==> src/owb_pkg.sv <==
`timescale 1ns / 1ps
package owb_pkg;

  localparam int CFG_W = 10;

  typedef logic [2:0] opcode_t;

  localparam opcode_t OP_NONE     = 3'd0;
  localparam opcode_t OP_RESET    = 3'd1;
  localparam opcode_t OP_WR_BIT   = 3'd2;
  localparam opcode_t OP_WR_BYTE  = 3'd3;
  localparam opcode_t OP_RD_BIT   = 3'd4;
  localparam opcode_t OP_RD_BYTE  = 3'd5;
  localparam opcode_t OP_PULL_ON  = 3'd6;
  localparam opcode_t OP_PULL_OFF = 3'd7;

  typedef logic [2:0] reg_idx_t;

  localparam reg_idx_t REG_RESET_LOW   = 3'd0;
  localparam reg_idx_t REG_PRES_WAIT   = 3'd1;
  localparam reg_idx_t REG_RESET_TAIL  = 3'd2;
  localparam reg_idx_t REG_SLOT_LOW    = 3'd3;
  localparam reg_idx_t REG_WRITE_HOLD  = 3'd4;
  localparam reg_idx_t REG_WRITE_REC   = 3'd5;
  localparam reg_idx_t REG_READ_SAMPLE = 3'd6;
  localparam reg_idx_t REG_READ_TAIL   = 3'd7;

  localparam logic [CFG_W-1:0] RST_RESET_LOW   = 10'd480;
  localparam logic [CFG_W-1:0] RST_PRES_WAIT   = 10'd70;
  localparam logic [CFG_W-1:0] RST_RESET_TAIL  = 10'd410;
  localparam logic [CFG_W-1:0] RST_SLOT_LOW    = 10'd6;
  localparam logic [CFG_W-1:0] RST_WRITE_HOLD  = 10'd54;
  localparam logic [CFG_W-1:0] RST_WRITE_REC   = 10'd5;
  localparam logic [CFG_W-1:0] RST_READ_SAMPLE = 10'd9;
  localparam logic [CFG_W-1:0] RST_READ_TAIL   = 10'd55;

  typedef struct packed {
    logic [CFG_W-1:0] reset_low;
    logic [CFG_W-1:0] presence_wait;
    logic [CFG_W-1:0] reset_tail;
    logic [CFG_W-1:0] slot_low;
    logic [CFG_W-1:0] write_hold;
    logic [CFG_W-1:0] write_recovery;
    logic [CFG_W-1:0] read_sample;
    logic [CFG_W-1:0] read_tail;
  } cfg_t;

  typedef struct packed {
    logic       drive_enable;
    logic       drive_value;
    logic       busy_res;
    logic       done_res;
    logic [7:0] read_data;
    logic       presence;
  } res_t;

  typedef enum logic [9:0] {
    PH_IDLE     = 10'b00_0000_0001,
    PH_RST_LOW  = 10'b00_0000_0010,
    PH_RST_WAIT = 10'b00_0000_0100,
    PH_RST_TAIL = 10'b00_0000_1000,
    PH_SLOT_LOW = 10'b00_0001_0000,
    PH_WR_HOLD  = 10'b00_0010_0000,
    PH_WR_REC   = 10'b00_0100_0000,
    PH_RD_WAIT  = 10'b00_1000_0000,
    PH_RD_TAIL  = 10'b01_0000_0000,
    PH_PULL     = 10'b10_0000_0000
  } phase_t;

endpackage

==> src/owb_cfg.sv <==
`timescale 1ns / 1ps
module owb_cfg
  import owb_pkg::*;
(
  input  logic             clk,
  input  logic             rst_n,
  input  logic             wr_en,
  input  reg_idx_t         wr_index,
  input  logic [CFG_W-1:0] wr_data,
  output cfg_t             cfg
);

  cfg_t cfg_r;

  always_ff @(posedge clk) begin
    if (!rst_n) begin
      cfg_r.reset_low      <= RST_RESET_LOW;
      cfg_r.presence_wait  <= RST_PRES_WAIT;
      cfg_r.reset_tail     <= RST_RESET_TAIL;
      cfg_r.slot_low       <= RST_SLOT_LOW;
      cfg_r.write_hold     <= RST_WRITE_HOLD;
      cfg_r.write_recovery <= RST_WRITE_REC;
      cfg_r.read_sample    <= RST_READ_SAMPLE;
      cfg_r.read_tail      <= RST_READ_TAIL;
    end else if (wr_en) begin
      unique case (wr_index)
        REG_RESET_LOW:   cfg_r.reset_low      <= wr_data;
        REG_PRES_WAIT:   cfg_r.presence_wait  <= wr_data;
        REG_RESET_TAIL:  cfg_r.reset_tail     <= wr_data;
        REG_SLOT_LOW:    cfg_r.slot_low       <= wr_data;
        REG_WRITE_HOLD:  cfg_r.write_hold     <= wr_data;
        REG_WRITE_REC:   cfg_r.write_recovery <= wr_data;
        REG_READ_SAMPLE: cfg_r.read_sample    <= wr_data;
        REG_READ_TAIL:   cfg_r.read_tail      <= wr_data;
        default: ;
      endcase
    end
  end

  assign cfg = cfg_r;

endmodule

==> src/owb_seq.sv <==
`timescale 1ns / 1ps
module owb_seq
  import owb_pkg::*;
#(
  parameter int COUNT_WIDTH = 10
) (
  input  logic       clk,
  input  logic       rst_n,
  input  logic       tick_en,
  input  opcode_t    opcode,
  input  logic [7:0] tx_byte,
  input  logic       tx_bit,
  input  logic       pullup_after,
  input  logic       line_level,
  input  cfg_t       cfg,
  output res_t       res
);

  localparam int CMPW = (COUNT_WIDTH > CFG_W) ? COUNT_WIDTH : CFG_W;

  phase_t                 phase_r, phase_nxt, ph_s;
  opcode_t                cmd_r, cmd_nxt, cmd_s;
  logic [COUNT_WIDTH-1:0] tick_r, tick_nxt, tick_s, tick_inc;
  logic [3:0]             bit_r, bit_nxt, bit_s, bit_inc;
  logic [7:0]             send_r, send_nxt, send_s;
  logic [7:0]             recv_r, recv_nxt, recv_s;
  logic                   pres_r, pres_nxt;
  logic                   spu_r, spu_nxt, spu_s;
  logic                   pend_r, pend_nxt, pend_s;
  logic [CFG_W-1:0]       dur;
  logic                   over, more_bits, do_slot_end, do_finish, done;
  logic                   de, dv;

  always_comb begin
    ph_s   = phase_r;
    cmd_s  = cmd_r;
    bit_s  = bit_r;
    tick_s = tick_r;
    send_s = send_r;
    recv_s = recv_r;
    spu_s  = spu_r;
    pend_s = pend_r;

    // start of a command, only from idle
    if (phase_r == PH_IDLE && opcode != OP_NONE) begin
      cmd_s  = opcode;
      bit_s  = '0;
      tick_s = '0;
      pend_s = 1'b0;
      case (opcode)
        OP_PULL_ON: begin
          spu_s = 1'b1;
          ph_s  = PH_PULL;
        end
        OP_PULL_OFF: begin
          spu_s = 1'b0;
          ph_s  = PH_PULL;
        end
        OP_RESET: begin
          spu_s = 1'b0;
          ph_s  = PH_RST_LOW;
        end
        OP_WR_BIT: begin
          spu_s  = 1'b0;
          ph_s   = PH_SLOT_LOW;
          send_s = {7'd0, tx_bit};
        end
        OP_WR_BYTE: begin
          spu_s  = 1'b0;
          ph_s   = PH_SLOT_LOW;
          send_s = tx_byte;
          pend_s = pullup_after;
        end
        default: begin
          spu_s  = 1'b0;
          ph_s   = PH_SLOT_LOW;
          recv_s = '0;
        end
      endcase
    end

    unique case (ph_s) inside
      PH_RST_LOW, PH_SLOT_LOW: begin
        de = 1'b1;
        dv = 1'b0;
      end
      PH_WR_HOLD: begin
        de = 1'b1;
        dv = send_s[0];
      end
      PH_IDLE, PH_PULL: begin
        de = spu_s;
        dv = spu_s;
      end
      default: begin
        de = 1'b0;
        dv = 1'b0;
      end
    endcase

    unique case (ph_s)
      PH_RST_LOW:  dur = cfg.reset_low;
      PH_RST_WAIT: dur = cfg.presence_wait;
      PH_RST_TAIL: dur = cfg.reset_tail;
      PH_SLOT_LOW: dur = cfg.slot_low;
      PH_WR_HOLD:  dur = cfg.write_hold;
      PH_WR_REC:   dur = cfg.write_recovery;
      PH_RD_WAIT:  dur = cfg.read_sample;
      PH_RD_TAIL:  dur = cfg.read_tail;
      default:     dur = CFG_W'(1);
    endcase

    // counter wrap acts as the clamp to 2**COUNT_WIDTH
    tick_inc  = tick_s + COUNT_WIDTH'(1);
    over      = (tick_inc == '0) || (CMPW'(tick_inc) >= CMPW'(dur));
    bit_inc   = bit_s + 4'd1;
    more_bits = (cmd_s == OP_WR_BYTE || cmd_s == OP_RD_BYTE) && (bit_inc < 4'd8);

    phase_nxt   = ph_s;
    cmd_nxt     = cmd_s;
    bit_nxt     = bit_s;
    tick_nxt    = tick_s;
    send_nxt    = send_s;
    recv_nxt    = recv_s;
    pres_nxt    = pres_r;
    spu_nxt     = spu_s;
    pend_nxt    = pend_s;
    do_slot_end = 1'b0;
    do_finish   = 1'b0;
    done        = 1'b0;

    if (ph_s != PH_IDLE) begin
      tick_nxt = tick_inc;
      if (over) begin
        tick_nxt = '0;
        unique case (ph_s)
          PH_RST_LOW: phase_nxt = PH_RST_WAIT;
          PH_RST_WAIT: begin
            pres_nxt  = ~line_level;
            phase_nxt = PH_RST_TAIL;
          end
          PH_SLOT_LOW: begin
            if (cmd_s == OP_WR_BIT || cmd_s == OP_WR_BYTE) begin
              phase_nxt = PH_WR_HOLD;
            end else begin
              phase_nxt = PH_RD_WAIT;
            end
          end
          PH_WR_HOLD: begin
            if (cfg.write_recovery == '0) begin
              do_slot_end = 1'b1;
            end else begin
              phase_nxt = PH_WR_REC;
            end
          end
          PH_RD_WAIT: begin
            if (cmd_s == OP_RD_BYTE) begin
              recv_nxt = {line_level, recv_s[7:1]};
            end else begin
              recv_nxt = {7'd0, line_level};
            end
            if (cfg.read_tail == '0) begin
              do_slot_end = 1'b1;
            end else begin
              phase_nxt = PH_RD_TAIL;
            end
          end
          PH_WR_REC, PH_RD_TAIL: do_slot_end = 1'b1;
          default: do_finish = 1'b1;
        endcase
      end
    end

    if (do_slot_end) begin
      bit_nxt = bit_inc;
      if (more_bits) begin
        send_nxt  = {1'b0, send_s[7:1]};
        phase_nxt = PH_SLOT_LOW;
      end else begin
        do_finish = 1'b1;
      end
    end

    if (do_finish) begin
      done      = 1'b1;
      phase_nxt = PH_IDLE;
      tick_nxt  = '0;
      if (cmd_s == OP_WR_BYTE) begin
        spu_nxt = pend_s;
      end
      pend_nxt = 1'b0;
    end

    res.drive_enable = de;
    res.drive_value  = dv;
    res.busy_res     = (ph_s != PH_IDLE);
    res.done_res     = done;
    res.read_data    = recv_nxt;
    res.presence     = pres_nxt;
  end

  always_ff @(posedge clk) begin
    if (!rst_n) begin
      phase_r <= PH_IDLE;
      cmd_r   <= OP_NONE;
      tick_r  <= '0;
      bit_r   <= '0;
      send_r  <= '0;
      recv_r  <= '0;
      pres_r  <= 1'b0;
      spu_r   <= 1'b0;
      pend_r  <= 1'b0;
    end else if (tick_en) begin
      phase_r <= phase_nxt;
      cmd_r   <= cmd_nxt;
      tick_r  <= tick_nxt;
      bit_r   <= bit_nxt;
      send_r  <= send_nxt;
      recv_r  <= recv_nxt;
      pres_r  <= pres_nxt;
      spu_r   <= spu_nxt;
      pend_r  <= pend_nxt;
    end
  end

endmodule

==> src/owb_out.sv <==
`timescale 1ns / 1ps
module owb_out
  import owb_pkg::*;
(
  input  logic clk,
  input  logic rst_n,
  input  logic push,
  input  res_t push_res,
  output logic full,
  output logic out_valid,
  input  logic out_stall,
  output res_t out_res
);

  logic out_v_r, out_v_nxt;
  logic skid_v_r, skid_v_nxt;
  res_t out_d_r, skid_d_r;
  logic out_load, skid_load;

  always_comb begin
    out_v_nxt  = out_v_r;
    skid_v_nxt = skid_v_r;
    out_load   = 1'b0;
    skid_load  = 1'b0;
    if (!out_v_r || !out_stall) begin
      if (skid_v_r) begin
        out_v_nxt  = 1'b1;
        skid_v_nxt = 1'b0;
      end else begin
        out_v_nxt = push;
        out_load  = push;
      end
    end else if (push) begin
      skid_v_nxt = 1'b1;
      skid_load  = 1'b1;
    end
  end

  always_ff @(posedge clk) begin
    if (!rst_n) begin
      out_v_r  <= 1'b0;
      skid_v_r <= 1'b0;
    end else begin
      out_v_r  <= out_v_nxt;
      skid_v_r <= skid_v_nxt;
    end
  end

  // payload, no reset
  always_ff @(posedge clk) begin
    if (out_load) begin
      out_d_r <= push_res;
    end else if (skid_v_r && (!out_v_r || !out_stall)) begin
      out_d_r <= skid_d_r;
    end
    if (skid_load) begin
      skid_d_r <= push_res;
    end
  end

  assign full      = skid_v_r;
  assign out_valid = out_v_r;
  assign out_res   = out_d_r;

endmodule

==> src/one_wire_bus_master.sv <==
`timescale 1ns / 1ps
// a tick's result is formed combinationally and registered in the output
// stage (via its skid entry on out_stall); throughput: one tick per cycle
// while in_stall is low; a two-entry output stage takes ticks while a result
// waits, and in_stall rises only when both entries are full
// reset: synchronous active-low rst_n; sequencer idle, bus released,
// timing registers back to their default durations
module one_wire_bus_master
  import owb_pkg::*;
#(
  parameter int COUNT_WIDTH = 10
) (
  input  logic             clk,
  input  logic             rst_n,
  input  logic             in_valid,
  output logic             in_stall,
  input  logic [2:0]       in_opcode,
  input  logic [7:0]       in_tx_byte,
  input  logic             in_tx_bit,
  input  logic             in_pullup_after,
  input  logic             in_line_level,
  output logic             out_valid,
  input  logic             out_stall,
  output logic             out_drive_enable,
  output logic             out_drive_value,
  output logic             out_busy_res,
  output logic             out_done_res,
  output logic [7:0]       out_read_data,
  output logic             out_presence,
  input  logic             cfg_valid,
  output logic             cfg_ready,
  input  logic [2:0]       cfg_index,
  input  logic [CFG_W-1:0] cfg_data
);

  cfg_t cfg;
  res_t seq_res, out_res;
  logic tick_en, full;

  assign cfg_ready = 1'b1;
  assign tick_en   = in_valid && !full;
  assign in_stall  = full;

  owb_cfg u_cfg (
    .clk      (clk),
    .rst_n    (rst_n),
    .wr_en    (cfg_valid && cfg_ready),
    .wr_index (cfg_index),
    .wr_data  (cfg_data),
    .cfg      (cfg)
  );

  owb_seq #(
    .COUNT_WIDTH (COUNT_WIDTH)
  ) u_seq (
    .clk          (clk),
    .rst_n        (rst_n),
    .tick_en      (tick_en),
    .opcode       (in_opcode),
    .tx_byte      (in_tx_byte),
    .tx_bit       (in_tx_bit),
    .pullup_after (in_pullup_after),
    .line_level   (in_line_level),
    .cfg          (cfg),
    .res          (seq_res)
  );

  owb_out u_out (
    .clk       (clk),
    .rst_n     (rst_n),
    .push      (tick_en),
    .push_res  (seq_res),
    .full      (full),
    .out_valid (out_valid),
    .out_stall (out_stall),
    .out_res   (out_res)
  );

  assign out_drive_enable = out_res.drive_enable;
  assign out_drive_value  = out_res.drive_value;
  assign out_busy_res     = out_res.busy_res;
  assign out_done_res     = out_res.done_res;
  assign out_read_data    = out_res.read_data;
  assign out_presence     = out_res.presence;

endmodule
==> config.mk <==
export PLATFORM = sky130hd
export DESIGN_NAME = one_wire_bus_master
export DESIGN_NICKNAME = d
export VERILOG_FILES = /design/src/owb_pkg.sv /design/src/owb_cfg.sv /design/src/owb_seq.sv /design/src/owb_out.sv /design/src/one_wire_bus_master.sv
export SDC_FILE = /design/constraint.sdc
export NUM_CORES = 1
export LEC_CHECK = 0
export BUFFER_PORTS_ARGS = -buffer_cell sky130_fd_sc_hd__buf_2
export CAP_MARGIN = 20
export CORE_UTILIZATION = 40
export DETAILED_ROUTE_END_ITERATION = 10
export SYNTH_ARGS = -nofsm -noshare
export SYNTH_HDL_FRONTEND = slang
export SYNTH_HIERARCHICAL = 1
export SYNTH_SLANG_ARGS = --single-unit
==> constraint.sdc <==
create_clock -name clk -period 5.7 [get_ports clk]
set_clock_uncertainty 0.05 [all_clocks]
set_input_delay 0.57 -clock clk [delete_from_list [all_inputs] [get_ports clk]]
set_output_delay 0.57 -clock clk [all_outputs]
set_load 0.01 [all_outputs]
==> flow_metrics.tcl <==
set metrics [dict create \
    status "completed" \
    grtUsageTotal 0.2040 \
    grt_max_degree 74 \
    setup_tns_ns 0 \
    cts_num_sinks 154 \
    rsz0062_at_grt "no" \
    drcViolationCount 0 \
    finalSetupViolCount 0 \
    cts.repair.resized 0 \
    numCtsBuffers 17 \
    gp_congestion 0.9189 \
    p_int_mw 2.025 \
    avgViaCountPerCell 5.557 \
    clkPwrFrac 0.400 \
    io_buffer_count 46 \
    cts_buffer_depth 2 \
    switching_share 0.3019 \
    fp.dieW_um 142.5 \
    slew_viol_final 0 \
    period_share 0.9248 \
    power.density_nw_per_um2 325.0 \
    multi_input_area_um2 4265 \
    synth_warnings 6 \
    synth_top_area_cell "dfxtp_1" \
    postSynthAreaPerCell_um2 9.285 \
    die_area_um2 20320 \
    arrival_ns 5.39 \
    hold_class "input pin to flip-flop" \
    worstMarginPinSlew_ns 1.101 \
    yosysUniqueCellTypes 75 \
    synth_fp_nets 896 \
    synth_top_area_frac 0.3243 \
    p_leak_nw 3.660 \
    route.detailed.wl_per_inst_um 17.21 \
    synthCells 851 \
    worstPathRequired_ns 5.82 \
    fin_crit_ns 5.271 \
    cts_max_level 4 \
    finalHoldViolCount 0 \
    final_cell_mix "128 x dfxtp_1, 127 x nand2_1, 83 x mux2i_1" \
    seq_area_frac_synth 0.4231 \
    firstDrtPassIters 9 \
    cts-root-buf "clkbuf_16" \
    route.top_layer_used "met4" \
    syn_area_um2 7901 \
    synth-edff-count 26 \
    initial_core_util 0.4073 \
    antenna_found_initial 0 \
    final_common_cell "dfxtp_1" \
    met1_length_um 9226 \
    drtIter0Drc 577 \
    met3WireLength_um 940 \
    fill_cells 1912 \
    hold_buffers 0 \
    final_core_util 0.4600 \
    post-cts-setup-buffers 0 \
    end_kind "flip-flop" \
    ys_seq_elements 154 \
    drt-total-wl_um 19770 \
    clk_pin_slew_ns 0.07 \
    path_max_fanout 11 \
    hpwl_um 13680 \
    num_vias 6385 \
    ant_nets 0 \
    switchingPower_uw 875.7 \
    fin_nets 917 \
    pwr-share-comb 0.194 \
    coreArea_um2 19400 \
    ir_worst_vdd_uv 215.4 \
    ios 48 \
    drv_cap 0 \
    synthArstFlopShare 0 \
    std_cell_rows 51 \
    die_h_um 142.5 \
    num_antenna_cells 0 \
    synthFlopType "dfxtp_1" \
    synthTopCellsByArea "dfxtp_1 32%, mux2i_1 11%, edfxtp_1 9.9%, nand2_1 6.0%, nor2b_1 3.7%" \
    crit_type "flip-flop to flip-flop" \
    cts_tree "built" \
    grt_pass1_wl_um 32300 \
    first_global_vias 6111 \
    clkLatencyLatePin_ns 0.43 \
    pwr-share-seq 0.406 \
    drive_gt1_frac 0.1448 \
    syn_to_final_growth_pct 12.94 \
    route.met2.wl_um 9312 \
    relSlewSlack 0.2648 \
    startpoint_type "flip-flop" \
    max_freq_mhz 189.7 \
    seq_area_um2 3343 \
    grt.overflow.total 0 \
]
==> worst max-delay path: stages, from the launching register on <==
cell and delay (ns):
dfxtp_1 0.40, or4_4 0.61, or4_4 0.65, and2_1 0.25, ha_1 0.25, and3_1 0.23, nand3_1 0.15, xor2_1 0.16
nor2_1 0.06, ha_1 0.17, a21o_1 0.17, a21o_1 0.17, a211o_1 0.28, a21oi_1 0.35, o31ai_2 0.14, and2_1 0.29
nand3_1 0.13, a21bo_2 0.23, mux2_4 0.26
==> cell usage after synthesis, types with 3 or more instances <==
cell      number
dfxtp_1      128
nand2_1      127
mux2i_1       83
nand3_1       57
nor2b_1       47
a21oi_1       42
clkbuf_1      38
nor2_1        31
edfxtp_1      26
o21ai_0       18
a22o_1        15
and3_1        15
ha_1          13
nor3_1        12
nor4_1        11
buf_2         10
mux2_4        10
nand4_1       10
a221oi_1       9
a222oi_1       9
inv_1          9
a31oi_1        8
and2_1         8
a221o_1        6
a22oi_1        6
buf_4          6
or3_1          6
a211oi_1       5
nand2b_1       5
and4_1         4
mux2_2         4
o31ai_1        4
xnor2_1        4
a211o_1        3
a21o_1         3
buf_6          3
nand2_2        3
nand4b_1       3
nor3b_1        3
xor2_1         3
==> area by class of cell <==
type	instances	share of cell area
Multi-Input combinational cell	629	0.4780
Sequential cell	154	0.3746
Clock buffer	18	0.05048
Timing Repair Buffer	61	0.03870
Tap cell	265	0.03716
Clock inverter	13	0.01725
Inverter	9	0.003786
==> power by group through the flow <==
stage / logic, mW / clock network [mW] / registers (mW)
after CTS: 0.555 / 1.19 / 1.18
after detailed placement: 0.554 / 0 / 1.20
after floorplan: 0.404 / 0 / 1.20
after global routing: 0.614 / 1.24 / 1.18
final: 0.562 / 1.16 / 1.18
after global placement: 0.552 / 0 / 1.20
==> logic make-up after synthesis <==
group,after synthesis,synth area share
mux,97,0.1298
xor+xnor,8,0.009819
other cells,1,0.0004746
compound gates,148,0.1340
buf+inv,68,0.03959
fa+ha+maj,13,0.02059
simple gates,362,0.2426
flops,154,0.4231
==> flip-flops by register name (all words and copies together), names as in the netlist <==
signal	cells
u_cfg/cfg	80
u_out/out_res	13
u_out/skid_d_r	13
u_seq/phase_r	10
u_seq/tick_r	10
u_seq/recv_r	8
u_seq/send_r	8
u_seq/bit_r	4
u_seq/cmd_r	3
u_out/full	1
u_out/out_valid	1
u_seq/pend_r	1
u_seq/pres_r	1
u_seq/spu_r	1
==> layer usage <==
layer,up-vias,global-route usage
li1,3152,-
met1,3028,0.2662
met2,180,0.3424
met3,25,0.03903
met4,0,0.05546
met5,-,0
==> path summary, 6_finish.rpt <==
path                                        from               end  slack [ns]  cells past startpoint
worst min-delay path                 cfg_data[7]     u_cfg/cfg[77]        0.37                      3
worst max register to register  u_seq/phase_r[2]  u_out/out_res[8]        0.43                     18
worst min register to register     u_cfg/cfg[50]     u_cfg/cfg[50]        0.41                      2
worst max-delay path            u_seq/phase_r[2]  u_out/out_res[8]        0.43                     18
==> through the flow <==
stage                     power (mW)  area [µm²]  hold slack (ns)  setup WS [ns]  cells
after global placement         1.754        8319           0.3930         0.5361   1118
after floorplan                1.600        7901           0.3845         0.6988    851
after CTS                      2.922        8924           0.3567         0.4408   1149
after global routing           3.036        8924           0.3686         0.1554   1149
after detailed placement       1.756        8319           0.4029         0.4641   1118
final                          2.900        8924           0.3664         0.4286   1149
Note: power is estimated with default switching activity, not from simulation.
